`src/hw/rtl/dipsc_pkg.sv`:
```
package dipsc_pkg;

	localparam int SpeedW  = 24;
	localparam int ErrW    = 25;
	localparam int GainW   = 16;
	localparam int LimW    = 15;
	localparam int DriveW  = 16;
	localparam int TickW   = 32;
	localparam int CfgIdxW = 2;

	// EMA weights, Q0.16 (sum is exactly 1.0)
	localparam logic [15:0] EmaKeep = 16'd62259;
	localparam logic [15:0] EmaNew  = 16'd3277;

	// register map
	localparam logic [CfgIdxW-1:0] RegPropGain   = 2'd0;
	localparam logic [CfgIdxW-1:0] RegIntegGain  = 2'd1;
	localparam logic [CfgIdxW-1:0] RegDriveLimit = 2'd2;

	localparam logic [GainW-1:0] PropGainRst   = 16'd256;
	localparam logic [GainW-1:0] IntegGainRst  = 16'd26;
	localparam logic [LimW-1:0]  DriveLimitRst = 15'd10000;

	typedef struct packed {
		logic signed [SpeedW-1:0] left_target;
		logic signed [SpeedW-1:0] left_measured;
		logic signed [SpeedW-1:0] right_target;
		logic signed [SpeedW-1:0] right_measured;
	} dipsc_in_t;

	typedef struct packed {
		logic signed [DriveW-1:0] left_drive;
		logic signed [DriveW-1:0] right_drive;
		logic [SpeedW-1:0]        left_peak_error;
		logic [SpeedW-1:0]        left_mean_error;
		logic [SpeedW-1:0]        right_peak_error;
		logic [SpeedW-1:0]        right_mean_error;
		logic [TickW-1:0]         tick_count;
	} dipsc_out_t;

	typedef struct packed {
		logic [GainW-1:0] prop_gain;
		logic [GainW-1:0] integ_gain;
		logic [LimW-1:0]  drive_limit;
	} dipsc_gains_t;

	typedef struct packed {
		logic load_s1;
		logic load_s2;
		logic seed;
	} dipsc_lane_ctrl_t;

	typedef struct packed {
		logic signed [DriveW-1:0] drive;
		logic [SpeedW-1:0]        peak;
		logic [SpeedW-1:0]        mean;
	} dipsc_wheel_res_t;

endpackage

```
`src/hw/rtl/dipsc_lane.sv`:
```
// One wheel: stage 1 forms the error and both gain products,
// stage 2 sums, clamps and updates the loop state.
module dipsc_lane (
	input  logic                             clk,
	input  logic                             arst_n,
	input  dipsc_pkg::dipsc_lane_ctrl_t      ctrl,
	input  logic signed [23:0]               target,
	input  logic signed [23:0]               measured,
	input  dipsc_pkg::dipsc_gains_t          gains,
	output dipsc_pkg::dipsc_wheel_res_t      res
);

	// stage 1
	logic signed [24:0] err;
	logic signed [25:0] diff;
	logic signed [42:0] prod_p;
	logic signed [41:0] prod_i;
	logic [24:0]        mag_full;
	logic [23:0]        mag;

	logic signed [24:0] prev_err_q;
	logic signed [42:0] prod_p_s1;
	logic signed [41:0] prod_i_s1;
	logic [23:0]        mag_s1;
	logic               seed_s1;

	// stage 2
	logic signed [43:0] acc;
	logic signed [43:0] lim;
	logic signed [43:0] nlim;
	logic signed [43:0] acc_clamped;
	logic [40:0]        ema_sum;
	logic [23:0]        mean_next;
	logic [23:0]        trunc_out;

	logic signed [23:0] prev_out_q;
	logic [23:0]        peak_q;
	logic [23:0]        mean_q;

	assign err    = {measured[23], measured} - {target[23], target};
	assign diff   = {err[24], err} - {prev_err_q[24], prev_err_q};
	assign prod_p = $signed({1'b0, gains.prop_gain}) * diff;
	assign prod_i = $signed({1'b0, gains.integ_gain}) * err;

	assign mag_full = err[24] ? (~err + 25'd1) : err;
	// only -2^24 reaches bit 24; saturate it
	assign mag      = mag_full[24] ? 24'hFFFFFF : mag_full[23:0];

	always_ff @(posedge clk or negedge arst_n) begin
		if (!arst_n) begin
			prev_err_q <= '0;
		end else if (ctrl.load_s1) begin
			prev_err_q <= err;
		end
	end

	always_ff @(posedge clk) begin
		if (ctrl.load_s1) begin
			prod_p_s1 <= prod_p;
			prod_i_s1 <= prod_i;
			mag_s1    <= mag;
			seed_s1   <= ctrl.seed;
		end
	end

	// Q.16 sum, clamped to +/- limit
	assign acc  = {{12{prev_out_q[23]}}, prev_out_q, 8'b0}
	            + {prod_p_s1[42], prod_p_s1}
	            + {{2{prod_i_s1[41]}}, prod_i_s1};
	assign lim  = {13'b0, gains.drive_limit, 16'b0};
	assign nlim = -lim;

	always_comb begin
		if (acc > lim) begin
			acc_clamped = lim;
		end else if (acc < nlim) begin
			acc_clamped = nlim;
		end else begin
			acc_clamped = acc;
		end
	end

	assign ema_sum   = 41'(mean_q) * 41'(dipsc_pkg::EmaKeep)
	                 + 41'(mag_s1) * 41'(dipsc_pkg::EmaNew) + 41'd32768;
	assign mean_next = seed_s1 ? mag_s1 : ema_sum[39:16];

	always_ff @(posedge clk or negedge arst_n) begin
		if (!arst_n) begin
			prev_out_q <= '0;
			peak_q     <= '0;
			mean_q     <= '0;
		end else if (ctrl.load_s2) begin
			prev_out_q <= acc_clamped[31:8];   // floor to Q.8
			if (mag_s1 > peak_q) begin
				peak_q <= mag_s1;
			end
			mean_q <= mean_next;
		end
	end

	// drive: integer part toward zero
	assign trunc_out = prev_out_q[23] ? (prev_out_q + 24'd255) : prev_out_q;
	assign res.drive = trunc_out[23:8];
	assign res.peak  = peak_q;
	assign res.mean  = mean_q;

endmodule

```
`config.mk`:
```
export PLATFORM = sky130hd
export DESIGN_NAME = dipsc_lane
export DESIGN_NICKNAME = d
export VERILOG_FILES = /design/src/hw/rtl/dipsc_pkg.sv /design/src/hw/rtl/dipsc_lane.sv
export SDC_FILE = /design/constraint.sdc
export NUM_CORES = 2
export LEC_CHECK = 0
export BUFFER_PORTS_ARGS = -buffer_cell sky130_fd_sc_hd__buf_4
export CORE_MARGIN = 4
export CORE_UTILIZATION = 40
export CTS_CLUSTER_SIZE = 20
export DETAILED_ROUTE_END_ITERATION = 10
export MAX_ROUTING_LAYER = met4
export PLACE_DENSITY = 0.64
export SKIP_CTS_REPAIR_TIMING = 1
export SLEW_MARGIN = 30
export SYNTH_ARGS = -nofsm -noshare
export SYNTH_HDL_FRONTEND = slang
export SYNTH_SLANG_ARGS = --single-unit
```
`constraint.sdc`:
```
create_clock -name clk -period 22.4 [get_ports clk]
set_input_delay 5.6 -clock clk [delete_from_list [all_inputs] [get_ports clk]]
set_output_delay 5.6 -clock clk [all_outputs]
set_load 0.1 [all_outputs]
```
==> impl_metrics.py <==
metrics = {
    "synthesis": {
        "synthMuxAreaShare_pct": 0.670,
        "synth_flop_cell": "edfxtp_1",
        "synth_nets": 8139,
        "synthTopCellsByCount": "inv_1 (1,535), fa_1 (1,156), ha_1 (671)",
        "synth.most_common_cell": "inv_1",
        "synthAdderAreaFrac_pct": 54.6,
        "yosys-top-cells-area": "fa_1 (40%), ha_1 (15%), inv_1 (10%), edfxtp_1 (5.7%), nand2_1 (4.2%)",
        "syn_inst": 6212,
        "synth_edf_count": 110,
        "synth_top_family_by_area": "adder cells",
        "yosys_warnings": 0,
        "yosys.area_share.simple_pct": 12.2,
        "synth-seq-cells": 207,
        "synth-compound-area-share_pct": 7.73,
        "synth_top_area_share_pct": 40.0,
        "yosysSeqAreaShare_pct": 9.90,
        "synth_area_leader_cell": "fa_1",
        "synth_area_um2": 57900,
        "syn_avg_cell_area_um2": 9.32,
        "async_reset_ff_share_pct": 46.9,
        "yosysUniqueCellTypes": 74,
        "yosys.area_share.xor_xnor_pct": 3.57,
    },
    "hold_path": {
        "holdCritPathClass": "reg2reg",
        "hp-start": "peak_q[5]",
    },
    "floorplan": {
        "dieArea_um2": 151000,
        "chipHeight_um": 388,
        "io_pins": 164,
        "initial_core_util_pct": 40.3,
        "rows": 139,
        "fp.dieW_um": 388,
        "core-area_um2": 144000,
    },
    "clock_tree": {
        "clk_pin_slew_ns": 0.06,
        "cts_max_path_buffers": 3,
        "clk_latency_ns": 0.61,
        "root_buffer": "clkbuf_16",
        "clock-sinks": 207,
        "cts_tree": "done",
        "h-tree-depth": 1,
        "numCtsBuffers": 29,
    },
    "sta": {
        "worst_clock_skew_ns": 0.0192,
        "hold_violations": 0,
        "finalSetupViolCount": 0,
        "fin_setup_tns_ns": 0,
        "drv_slew": 0,
        "min_period_over_period_pct": 73.3,
        "worst_pin_slew_ns": 1.02,
        "max_slew_margin_pct": 31.8,
        "period_needed_ns": 16.42,
        "rsz0062_at_grt": "no",
        "max_freq_mhz": 60.9,
    },
    "route": {
        "via_per_inst": 5.11,
        "wl_mm": 153,
        "first_pass_iters": 5,
        "wl_per_cell_um": 18.6,
        "remaining_drc_errors": 0,
        "vias": 41800,
        "final_antenna_net_count": 0,
        "drt_iter0_drc": 2497,
    },
    "critical_path": {
        "cp_top_family": "adder cells",
        "r2r-start": "prev_err_q[0]",
        "timing.critical_path.mode_cell": "fa_1",
        "cpMaxStageDelayCell": "a2111oi_1",
        "crit_required_ns": 22.75,
        "critPathKind": "in2reg",
        "slowest_delay_ns": 0.73,
        "r2r_slack_ns": 12.54,
        "end_kind": "register",
        "crit_fanout": 20,
        "critPathArrivalTime_ns": 16.77,
        "critPathBufInv": 9,
        "cp-startpoint": "measured[0]",
        "startpoint_type": "input pin",
    },
    "grt": {
        "antenna_found_initial": 5,
        "groute.usage.overall_pct": 21.1,
        "grt_pass1_wl_mm": 247,
        "grt_max_degree": 90,
        "grt_pass1_vias": 45200,
        "globalRouteOverflowTotal": 0,
    },
    "place": {
        "place.gp.congestion": 0.930,
        "numPortBuffers": 163,
        "dp_hpwl_mm": 127,
    },
    "run_status": {
        "status": "complete, no violations",
    },
    "layout": {
        "drive_gt1_share_pct": 5.51,
        "nets": 8188,
        "area_growth_pct": 7.67,
    },
    "run": {
        "drv_cap": 0,
    },
}
[per-stage QoR]
step | utilization [%] | instance area [um^2] | std cells | setup WS, ns | hold WS (ns)
after floorplan | - | 57900 | 6212 | 6.33 | 0.495
after global placement | 42.7 | 61300 | 8131 | 5.48 | 0.509
after detailed placement | 42.7 | 61300 | 8133 | 5.19 | 0.515
after CTS | 43.4 | 62300 | 8187 | 5.82 | 0.530
after global routing | 43.4 | 62300 | 8192 | 5.34 | 0.559
final | 43.4 | 62300 | 8192 | 5.98 | 0.527
[cells in the final DEF (no fill, tap or decap), drive strengths merged, types with 11 or more instances in the layout]
cell type     n
nor2        145
a211oi       22
o21a         28
o211ai       11
buf         226
o31ai        15
o21ai       160
a21oi       195
clkbuf       37
and3         23
nand4        33
fa         1156
mux2i        14
nor4         23
nand3        55
nand2       655
dfrtp        97
xor2         73
xnor2       163
nor2b        62
nor3         41
ha          671
and2        322
a31oi        30
nand2b       41
o22ai        13
o21bai       22
inv        1539
edfxtp      110
mux2         22
a21o        107
[worst min-delay path, stage by stage, from the launching register on]
cell and delay, ns:
dfrtp_1 0.38, nand2_1 0.05, o21ai_0 0.06
[registers in the layout, summed over array words and instances, names as in the netlist]
register	flops
mag_s1	24
mean_q	24
peak_q	24
prev_err_q	25
prev_out_q	24
prod_i_s1	42
prod_p_s1	43
seed_s1	1
[cells by family after synthesis]
kind of cell	after synthesis
flip-flops	207
buffers and inverters	1743
XOR/XNOR	236
AND/OR/NAND/NOR	1457
multiplexers	36
AO/OA/AOI/OAI	700
adder cells (fa/ha/maj)	1833
[final cells by class]
type | instances | area, um^2
clock inverters | 17 | 198
fillers | 13900 | 81300
inverters | 1535 | 5760
multi-input cells | 4262 | 45800
clock buffers | 37 | 776
well taps | 1903 | 2380
flip-flops and latches | 207 | 5730
diodes | 5 | 12.5
repair buffers | 226 | 1700
[path summary, 6_finish.rpt]
| check | end | cells after the start |
|---|---|---|
| worst min register to register | peak_q[5] | 2 |
| worst max register to register | prod_p_s1[41] | 35 |
| worst max-delay path | prod_p_s1[41] | 41 |
| min in group asynchronous | peak_q[1] | 1 |
| max in group asynchronous | prev_out_q[12] | 2 |
| worst min-delay path | peak_q[5] | 2 |
[metal layers]
metal  up-vias  routed length (um)  GRT usage [%]
li1      19200                   -              -
met1     21300               66200           27.6
met2      1074               74300           35.4
met3       210                8130           2.26
met4         0                3870           5.17
met5         -                   0              -
Power is left out: the tool's default activity adds up to more than one toggle a clock period on the data nets, which glitch-free logic cannot reach.
