<file path="config.mk">
export PLATFORM = sky130hd
export DESIGN_NAME = dipsc_merge
export DESIGN_NICKNAME = d
export VERILOG_FILES = /design/src/hw/rtl/dipsc_pkg.sv /design/src/hw/rtl/dipsc_merge.sv
export SDC_FILE = /design/constraint.sdc
export NUM_CORES = 1
export LEC_CHECK = 0
export ABC_AREA = 1
export BUFFER_PORTS_ARGS = -buffer_cell sky130_fd_sc_hd__buf_2
export CELL_PAD_IN_SITES_DETAIL_PLACEMENT = 0
export CELL_PAD_IN_SITES_GLOBAL_PLACEMENT = 1
export CORE_MARGIN = 8
export CORE_UTILIZATION = 30
export CTS_BUF_LIST = sky130_fd_sc_hd__clkbuf_16
export DETAILED_ROUTE_END_ITERATION = 16
export PLACE_DENSITY = 0.7
export SLEW_MARGIN = 30
export SYNTH_ARGS = -nofsm -noshare
export SYNTH_HDL_FRONTEND = slang
export SYNTH_SLANG_ARGS = --single-unit
</file>
<file path="constraint.sdc">
create_clock -name clk -period 0.8 [get_ports clk]
set_input_delay 0.04 -clock clk [delete_from_list [all_inputs] [get_ports clk]]
set_output_delay 0.04 -clock clk [all_outputs]
set_load 0.02 [all_outputs]
</file>
<file path="src/hw/rtl/dipsc_pkg.sv">
package dipsc_pkg;

	localparam int SpeedW  = 24;
	localparam int ErrW    = 25;
	localparam int GainW   = 16;
	localparam int LimW    = 15;
	localparam int DriveW  = 16;
	localparam int TickW   = 32;
	localparam int CfgIdxW = 2;

	// EMA weights, Q0.16 (sum is exactly 1.0)
	localparam logic [15:0] EmaKeep = 16'd62259;
	localparam logic [15:0] EmaNew  = 16'd3277;

	// register map
	localparam logic [CfgIdxW-1:0] RegPropGain   = 2'd0;
	localparam logic [CfgIdxW-1:0] RegIntegGain  = 2'd1;
	localparam logic [CfgIdxW-1:0] RegDriveLimit = 2'd2;

	localparam logic [GainW-1:0] PropGainRst   = 16'd256;
	localparam logic [GainW-1:0] IntegGainRst  = 16'd26;
	localparam logic [LimW-1:0]  DriveLimitRst = 15'd10000;

	typedef struct packed {
		logic signed [SpeedW-1:0] left_target;
		logic signed [SpeedW-1:0] left_measured;
		logic signed [SpeedW-1:0] right_target;
		logic signed [SpeedW-1:0] right_measured;
	} dipsc_in_t;

	typedef struct packed {
		logic signed [DriveW-1:0] left_drive;
		logic signed [DriveW-1:0] right_drive;
		logic [SpeedW-1:0]        left_peak_error;
		logic [SpeedW-1:0]        left_mean_error;
		logic [SpeedW-1:0]        right_peak_error;
		logic [SpeedW-1:0]        right_mean_error;
		logic [TickW-1:0]         tick_count;
	} dipsc_out_t;

	typedef struct packed {
		logic [GainW-1:0] prop_gain;
		logic [GainW-1:0] integ_gain;
		logic [LimW-1:0]  drive_limit;
	} dipsc_gains_t;

	typedef struct packed {
		logic load_s1;
		logic load_s2;
		logic seed;
	} dipsc_lane_ctrl_t;

	typedef struct packed {
		logic signed [DriveW-1:0] drive;
		logic [SpeedW-1:0]        peak;
		logic [SpeedW-1:0]        mean;
	} dipsc_wheel_res_t;

endpackage

</file>
<file path="src/hw/rtl/dipsc_merge.sv">
// Joins both lanes and the tick number into the result register.
module dipsc_merge (
	input  logic                         clk,
	input  logic                         load,
	input  dipsc_pkg::dipsc_wheel_res_t  left,
	input  dipsc_pkg::dipsc_wheel_res_t  right,
	input  logic [31:0]                  tick_num,
	output dipsc_pkg::dipsc_out_t        result
);

	dipsc_pkg::dipsc_out_t result_q;

	always_ff @(posedge clk) begin
		if (load) begin
			result_q.left_drive       <= left.drive;
			result_q.right_drive      <= right.drive;
			result_q.left_peak_error  <= left.peak;
			result_q.left_mean_error  <= left.mean;
			result_q.right_peak_error <= right.peak;
			result_q.right_mean_error <= right.mean;
			result_q.tick_count       <= tick_num;
		end
	end

	assign result = result_q;

endmodule

</file>
==> impl_metrics.yaml, run 1 <==
place:
  dpl_worst_slack_ns: 0.00647
  port_buffers: 321
  gp_congestion: 0.746
  dp_hpwl_mm: 9.95
cts:
  cts_buffers: 17
  htreeDepth: 4
  ctsRootBufferMaster: "clkbuf_16"
  postCtsSetupBuffers: 0
  cts.repair.resized: 130
  hold_buffers: 148
  clockBufferDepth: 2
  clkSinkCount: 160
floorplanning:
  die_w_um: 143
  initial_utilization_pct: 30.5
  rows: 46
  die_h_um: 143
  pin_count: 322
yosys:
  yosysWarnings: 0
  syn_nets: 322
  netlist_instances: 160
  yosysSeqAreaShare_pct: 100
  ys_seq_elements: 160
  ys_types: 1
  synth_area_um2: 4800
  syn_avg_cell_area_um2: 30.0
status:
  haltStage: "4_1_cts"
  error: "[ERROR RSZ-0060] Max buffer count reached."
  status: "aborted with a tool error"
synth_stat cells, drive strengths merged:
master / n / share of area (%)
edfxtp: 160 / 100
stage by stage:
stage	instance area [um2]	cells	utilization, %
floorplan	4800	160	-
global placement	6780	702	43.0
detailed placement	6780	702	43.0
cells by family after synthesis:
group | count (synthesis) | share of synthesized area (%)
flip-flops | 160 | 100
==> run 2, diff against run 1 <==
CELL_PAD_IN_SITES_DETAIL_PLACEMENT = not set   (was 0)
CELL_PAD_IN_SITES_GLOBAL_PLACEMENT = not set   (was 1)
CORE_UTILIZATION = 20   (was 30)
CTS_BUF_LIST = not set   (was sky130_fd_sc_hd__clkbuf_16)
PLACE_DENSITY = not set   (was 0.7)
PLACE_DENSITY_LB_ADDON = 0.15   (was not set)
==> impl_metrics.yaml, run 2 <==
drt:
  dr_total_vias: 3616
  drtPass1Iterations: 4
  drc_errors: 0
  via_per_inst: 3.57
  drt_iter0_markers: 143
  wl_per_cell_um: 15.7
  drt_wl_total_mm: 15.9
  ant_nets: 0
worst_hold_path:
  hold_class: "in -> reg"
run:
  maxCapViolations: 0
critical_path:
  critPathArrivalTime_ns: 0.99
  setup.worst_path.end: "result[146]"
  criticalPathCategory: "reg -> out"
  endpoint_kind: "primary output"
  cp_max_fo: 1
  max_stage_delay_ns: 0.42
  critPathLaunch: "result[146]$_DFFE_PP_"
  path_delay_family: "flip-flops"
  crit_slowest_cell: "edfxtp_1"
  required_ns: 0.76
  path_buf_inv: 1
  path_cells: "buf_6"
  cp.depth: 1
  start_kind: "register"
place:
  gp_congestion: 0.742
  port_buffers: 321
  dp.cells: 819
  dp_hpwl_mm: 11.3
  dpl_worst_slack_ns: 0.0234
power:
  intPower_w: 0.0162
  p_leak_nw: 4.16
  netSwitchingPower_w: 0.00520
  irDropWorstVdd_mv: 1.38
  power_frac_comb_pct: 16.0
  seq_power_share_pct: 47.9
  pwr_density_cell_nw_per_um2: 2140
  switching_share_pct: 24.3
  p_clk_share_pct: 36.1
global_routing:
  use_met2_pct: 18.5
  use_met3_pct: 5.62
  grt_pass1_vias: 4212
  grt_max_degree: 25
  grtUsageTotal_pct: 10.3
  grt_first_pass_wirelength_mm: 22.7
  met1_usage_pct: 9.71
  gr-total-overflow: 0
  busiest_layer: "met2"
  antenna_found_initial: 0
floorplanning:
  die_w_um: 171
  die_h_um: 171
  pin_count: 322
  initial_utilization_pct: 20.4
  core_um2: 23500
  rows: 56
  dieArea_um2: 29200
sta:
  setup_viol: 164
  max_clock_freq_mhz: 971
  min_period_ns: 1.03
  rsz0062_at_grt: "true"
  slew_headroom_pct: 79.3
  setup_tns_ns: -29.13
  fin_crit_sh_pct: 129
  finalMaxSlewViolations: 0
  tightest_slew_ns: 0.309
  finalHoldViolations: 0
  setup_slack_ns: -0.230
finish:
  fin_util_pct: 42.5
  multi_input_cells: 0
  final_nets: 844
  final_common_cell: "buf_2"
  final_cells: 1014
  area_delta_synth_final_pct: 108
  largest_register_ffs: 160
  multi_input_area_um2: 0
  antenna_cells: 0
  mostFrequentLayoutCells: "buf_2, dlygate4sd3_1, edfxtp_1"
  drive_above_1_share_pct: 53.1
status:
  status: "finished with violations"
  failed_checks: "setup timing"
yosys:
  synth_area_leaders: "edfxtp_1"
  synth_top_flop_cell: "edfxtp_1"
  synth_mux_area_share_pct: 0
  synthTopCellsByCount: "edfxtp_1"
  synth-async-reset-ratio_pct: 0
  synth_xor_xnor_area_share_pct: 0
  ys_seq_elements: 160
  synth_edf_count: 160
  syn_avg_cell_area_um2: 30.0
  synth_compound_area_share_pct: 0
  synth_simple_gate_area_share_pct: 0
  synth_top_cell_by_area: "edfxtp_1"
  netlist_instances: 160
  yosysSeqAreaShare_pct: 100
  synth_area_um2: 4800
  ys_types: 1
  yosysWarnings: 0
  syn_nets: 322
  yosysMostFrequentCell: "edfxtp_1"
  synth_largest_type_area_fraction_pct: 100
  synth_adder_area_share_pct: 0
cts:
  postCtsSetupBuffers: 0
  htreeDepth: 4
  tritoncts: "done"
  clkSinkCount: 160
  ctsRootBufferMaster: "clkbuf_16"
  clockBufferDepth: 2
  cts_buffers: 17
  clk_pin_slew_ns: 0.07
run 2: cell counts after synthesis:
Identical to the previous run, type by type.
run 2: stage by stage:
| step | total power (W) | hold WS (ns) | instance area (um2) |
|---|---|---|---|
| finish | 0.0214 | 0.125 | 10000 |
| global route | 0.0222 | 0.115 | 10000 |
| CTS | 0.0215 | -0.0129 | 9770 |
| detailed placement | 0.0126 | 0.218 | 7030 |
| global placement | 0.0126 | 0.217 | 7030 |
| floorplan | 0.0112 | 0.139 | 4800 |
run 2: cells by family (layout without fill, tap and decap cells):
group	after synthesis	count (layout)
buffers and inverters	0	535
DFF	160	160
run 2: how the worst min path moves through the flow:
stage                             from               endpoint  slack (ns)  cells past startpoint
after floorplan            tick_num[0]    result[0]$_DFFE_PP_        0.14                      0
after global placement       right[51]  result[131]$_DFFE_PP_        0.22                      1
after detailed placement  tick_num[26]   result[26]$_DFFE_PP_        0.22                      1
after CTS                         load   result[95]$_DFFE_PP_       -0.01                      2
after global routing              load  result[100]$_DFFE_PP_        0.11                      3
final                             load   result[15]$_DFFE_PP_        0.13                      3
run 2: per-layer routing:
layer | part of all wire [%] | wire (um)
met5 | 0 | 0
met4 | 1.4 | 218
met2 | 53 | 8430
met1 | 34 | 5400
met3 | 12 | 1840
run 2: area by class of cell:
type / instances / area (um2)
tap: 319 / 399
sequential: 160 / 4800
fill: 2125 / 13500
timing repair buffer: 503 / 4250
clock inverter: 13 / 130
clock buffer: 19 / 433
run 2: timing repair:
item / 4_1_cts / 5_1_grt
setup endpoints to repair: 160 / 160
endpoints found under the hold margin: 167 / 4
gates resized for setup: 178 / 76
hold buffers: 161 / 2
run 2: power groups by stage:
stage / registers (W) / clock network, W / logic (W)
after floorplan: 0.0112 / 0 / 0
after global placement: 0.0103 / 0 / 0.00225
after detailed placement: 0.0103 / 0 / 0.00226
after CTS: 0.0102 / 0.00801 / 0.00329
after global routing: 0.0103 / 0.00830 / 0.00362
final: 0.0103 / 0.00772 / 0.00343
Note: power is estimated with default switching activity, not from simulation.
==> run 3, diff against run 2 <==
CELL_PAD_IN_SITES_DETAIL_PLACEMENT = 0   (was not set)
CELL_PAD_IN_SITES_GLOBAL_PLACEMENT = 2   (was not set)
==> impl_metrics.yaml, run 3 (synthesis gave the netlist of run 2 again) <==
drt:
  drt_iter0_markers: 124
  drt_wl_total_mm: 16.5
  via_per_inst: 3.53
  wl_per_cell_um: 16.4
  dr_total_vias: 3540
  ant_nets: 0
  drtPass1Iterations: 6
  drc_errors: 0
cts:
  tritoncts: "done"
  postCtsSetupBuffers: 0
  ctsRootBufferMaster: "clkbuf_16"
  clockBufferDepth: 2
  clkSinkCount: 160
  cts_buffers: 17
  htreeDepth: 4
  clk_pin_slew_ns: 0.06
sta:
  tightest_slew_ns: 0.196
  rsz0062_at_grt: "true"
  finalHoldViolations: 0
  setup_slack_ns: -0.220
  setup_tns_ns: -29.13
  slew_headroom_pct: 86.9
  finalMaxSlewViolations: 0
  min_period_ns: 1.02
  setup_viol: 160
  max_clock_freq_mhz: 981
  fin_crit_sh_pct: 127
floorplanning:
  rows: 56
  pin_count: 322
  initial_utilization_pct: 20.4
  die_w_um: 171
  die_h_um: 171
  dieArea_um2: 29200
  core_um2: 23500
worst_hold_path:
  hold_class: "in -> reg"
  whs_path_depth: 2
  min_to: "result[17]$_DFFE_PP_"
  holdCritStartpoint: "load"
finish:
  num-fill-cells: 2154
  multi_input_area_um2: 0
  mostFrequentLayoutCells: "buf_2, dlygate4sd3_1, edfxtp_1"
  final_cells: 1002
  final_common_cell: "buf_2"
  fin_util_pct: 42.2
  antenna_cells: 0
  area_delta_synth_final_pct: 107
  final-seq-area_um2: 4800
  drive_above_1_share_pct: 52.7
  multi_input_cells: 0
  largest_register_ffs: 160
  final_nets: 832
global_routing:
  grt_max_degree: 35
  grt_first_pass_wirelength_mm: 23.2
  grtUsageTotal_pct: 10.8
  gr-total-overflow: 0
  antenna_found_initial: 0
  grt_pass1_vias: 4050
critical_path:
  required_ns: 0.76
  path_cells: "buf_6"
  start_kind: "register"
  endpoint_kind: "primary output"
  max_stage_delay_ns: 0.41
  path_delay_family: "flip-flops"
  crit_slowest_cell: "edfxtp_1"
  path_buf_inv: 1
  criticalPathCategory: "reg -> out"
  cp_max_fo: 1
  critPathArrivalTime_ns: 0.98
power:
  irDropWorstVdd_mv: 1.05
  seq_power_share_pct: 48.2
  intPower_w: 0.0159
  switching_share_pct: 25.1
  pwr_density_cell_nw_per_um2: 2140
  netSwitchingPower_w: 0.00533
  p_clk_share_pct: 35.6
  power_frac_comb_pct: 16.1
  p_leak_nw: 4.11
place:
  dpl_worst_slack_ns: -0.0414
  gp_congestion: 0.719
  dp.cells: 809
  dp_hpwl_mm: 12.1
  port_buffers: 321
run:
  maxCapViolations: 0
status:
  failed_checks: "setup timing"
  status: "finished with violations"
run 3: cell count changes in the layout (fill, tap and decap cells not counted):
cell and delta:
buf_12 -2, buf_2 -8, buf_4 -7, buf_6 +7, bufinv_16 -1, clkbuf_1 -1
clkinv_4 +1, clkinvlp_4 -2, dlygate4sd3_1 -2, inv_6 +2, inv_8 +1
run 3: layout make-up:
| class | count | area share, % |
|---|---|---|
| Timing Repair Buffer | 491 | 42.1 |
| Tap cell | 319 | 4.02 |
| Clock buffer | 18 | 4.32 |
| Clock inverter | 14 | 1.23 |
| Sequential cell | 160 | 48.4 |
run 3: metal layers:
layer	vias up	wire, um	global-route usage [%]
li1	1681	-	-
met1	1675	5460	10.3
met2	172	9020	19.7
met3	12	1790	5.49
met4	0	192	3.52
met5	-	0	0
run 3: timing repair:
| item | CTS | global route |
|---|---|---|
| cloned | 0 | 0 |
| pin swaps | 0 | 0 |
| endpoints found under the hold margin | 162 | 2 |
| setup endpoints to repair | 160 | 161 |
| resized for setup | 166 | 106 |
| hold buffers | 161 | 1 |
run 3: metrics by stage:
step	hold slack, ns	area (um2)	power (W)
6_report	0.0970	9930	0.0212
3_5_place_dp	0.218	6930	0.0125
5_1_grt	0.0924	9930	0.0222
3_3_place_gp	0.216	6930	0.0125
2_1_floorplan	0.139	4800	0.0112
4_1_cts	0.0907	9620	0.0214
run 3: worst max-delay path by stage:
stage,from,end,depth (start not counted)
2_1_floorplan,result[0]$_DFFE_PP_,result[0],0
3_3_place_gp,load,result[62]$_DFFE_PP_,2
3_5_place_dp,load,result[62]$_DFFE_PP_,2
4_1_cts,result[18]$_DFFE_PP_,result[18],1
5_1_grt,result[27]$_DFFE_PP_,result[27],1
6_report,result[18]$_DFFE_PP_,result[18],1
run 3: power by group through the flow:
stage               clock [W]  sequential [W]  combinational (W)
CTS                   0.00797          0.0102            0.00326
finish                0.00757          0.0102            0.00343
global route          0.00823          0.0103            0.00361
detailed placement          0          0.0103            0.00223
floorplan                   0          0.0112                  0
global placement            0          0.0103            0.00224
==> run 4, diff against run 3 <==
RECOVER_POWER = 25   (was not set)
==> impl_metrics.yaml, run 4 (synthesis gave the netlist of run 2 again) <==
status:
  status: "finished with violations"
  failed_checks: "setup timing"
critical_path:
  criticalPathCategory: "reg -> out"
  critPathArrivalTime_ns: 0.98
  start_kind: "register"
  path_cells: "buf_6"
  required_ns: 0.76
  path_delay_family: "flip-flops"
  endpoint_kind: "primary output"
  path_buf_inv: 1
  max_stage_delay_ns: 0.41
  crit_slowest_cell: "edfxtp_1"
  cp_max_fo: 1
finish:
  multi_input_area_um2: 0
  multi_input_cells: 0
  final_nets: 832
  fin_util_pct: 41.9
  area_delta_synth_final_pct: 106
  final_common_cell: "buf_2"
  drive_above_1_share_pct: 52.1
  antenna_cells: 0
  mostFrequentLayoutCells: "buf_2, dlygate4sd3_1, edfxtp_1"
  stdcell_area_um2: 9870
  num-fill-cells: 2166
  largest_register_ffs: 160
  final_cells: 1002
worst_hold_path:
  min_to: "result[17]$_DFFE_PP_"
  hold_class: "in -> reg"
  whs_path_depth: 2
  holdCritStartpoint: "load"
sta:
  slew_headroom_pct: 59.9
  min_period_ns: 1.02
  fin_crit_sh_pct: 127
  tightest_slew_ns: 0.602
  finalHoldViolations: 0
  setup_viol: 160
  finalMaxSlewViolations: 0
  rsz0062_at_grt: "true"
  setup_slack_ns: -0.220
  max_clock_freq_mhz: 981
floorplanning:
  initial_utilization_pct: 20.4
  rows: 56
  pin_count: 322
  core_um2: 23500
  dieArea_um2: 29200
  die_h_um: 171
  die_w_um: 171
global_routing:
  antenna_found_initial: 0
  grtUsageTotal_pct: 10.8
  gr-total-overflow: 0
  grt_pass1_vias: 4050
  grt_max_degree: 35
  grt_first_pass_wirelength_mm: 23.2
cts:
  cts_buffers: 17
  clkSinkCount: 160
  clk_pin_slew_ns: 0.06
  ctsRootBufferMaster: "clkbuf_16"
  tritoncts: "done"
  postCtsSetupBuffers: 0
  htreeDepth: 4
  clockBufferDepth: 2
power:
  power_w: 0.0212
  p_leak_nw: 4.08
  irDropWorstVdd_mv: 1.06
  pwr_density_cell_nw_per_um2: 2150
drt:
  drtPass1Iterations: 6
  via_per_inst: 3.53
  dr_total_vias: 3539
  wl_per_cell_um: 16.5
  drt_wl_total_mm: 16.5
  drt_iter0_markers: 123
  drc_errors: 0
  ant_nets: 0
place:
  placed_area_um2: 6930
  dp.cells: 809
  dp_hpwl_mm: 12.1
  gp_congestion: 0.719
  port_buffers: 321
run:
  maxCapViolations: 0
## run 4: changes by cell type in the layout (fill, tap and decap cells not counted), sizes merged
cell | before | now
buf | 330 | 324
clkbuf | 18 | 24
## run 4: routing by layer
metal | wire length [um] | GRT usage (%) | up-vias
met5 | 0 | 0 | -
met4 | 192 | 3.52 | 0
met3 | 1780 | 5.49 | 12
met2 | 9010 | 19.7 | 170
met1 | 5510 | 10.3 | 1676
li1 | - | - | 1681
## run 4: worst max-delay path by stage
stage | from | end | slack [ns] | cells past startpoint
floorplan | result[0]$_DFFE_PP_ | result[0] | 0.31 | 0
global placement | load | result[62]$_DFFE_PP_ | -0.04 | 2
detailed placement | load | result[62]$_DFFE_PP_ | -0.04 | 2
CTS | result[18]$_DFFE_PP_ | result[18] | -0.26 | 1
global route | result[27]$_DFFE_PP_ | result[27] | -0.28 | 1
finish | result[18]$_DFFE_PP_ | result[18] | -0.22 | 1
## run 4: final cells by class
class	count	area (um2)	area share, %
clock buffers	18	429	4.35
clock inverters	14	123	1.24
well taps	319	399	4.04
flip-flops and latches	160	4800	48.7
repair buffers	491	4120	41.7
## run 4: stage by stage
step / hold slack, ns / TNS, ns / setup WS [ns]
2_1_floorplan: 0.139 / 0 / 0.311
3_3_place_gp: 0.216 / -1.73 / -0.0404
3_5_place_dp: 0.218 / -1.61 / -0.0414
4_1_cts: 0.0907 / -34.54 / -0.261
5_1_grt: 0.0951 / -37.69 / -0.276
6_report: 0.105 / -29.12 / -0.220
## run 4: repair_timing
item                                   4_1_cts  5_1_grt
endpoints found under the hold margin      162        2
setup endpoints to repair                  160      161
gates resized for setup                    166      106
pin swaps                                    0        0
hold buffers                               161        1
cloned                                       0        0
## run 4: report_power, final
| part | internal, W | leakage [nW] | switching [W] |
|---|---|---|---|
| combinational | 0.00183 | 2.25 | 0.00156 |
| clock | 0.00408 | 0.265 | 0.00349 |
| sequential | 0.00998 | 1.57 | 0.000272 |
| total | 0.0159 | 4.08 | 0.00532 |
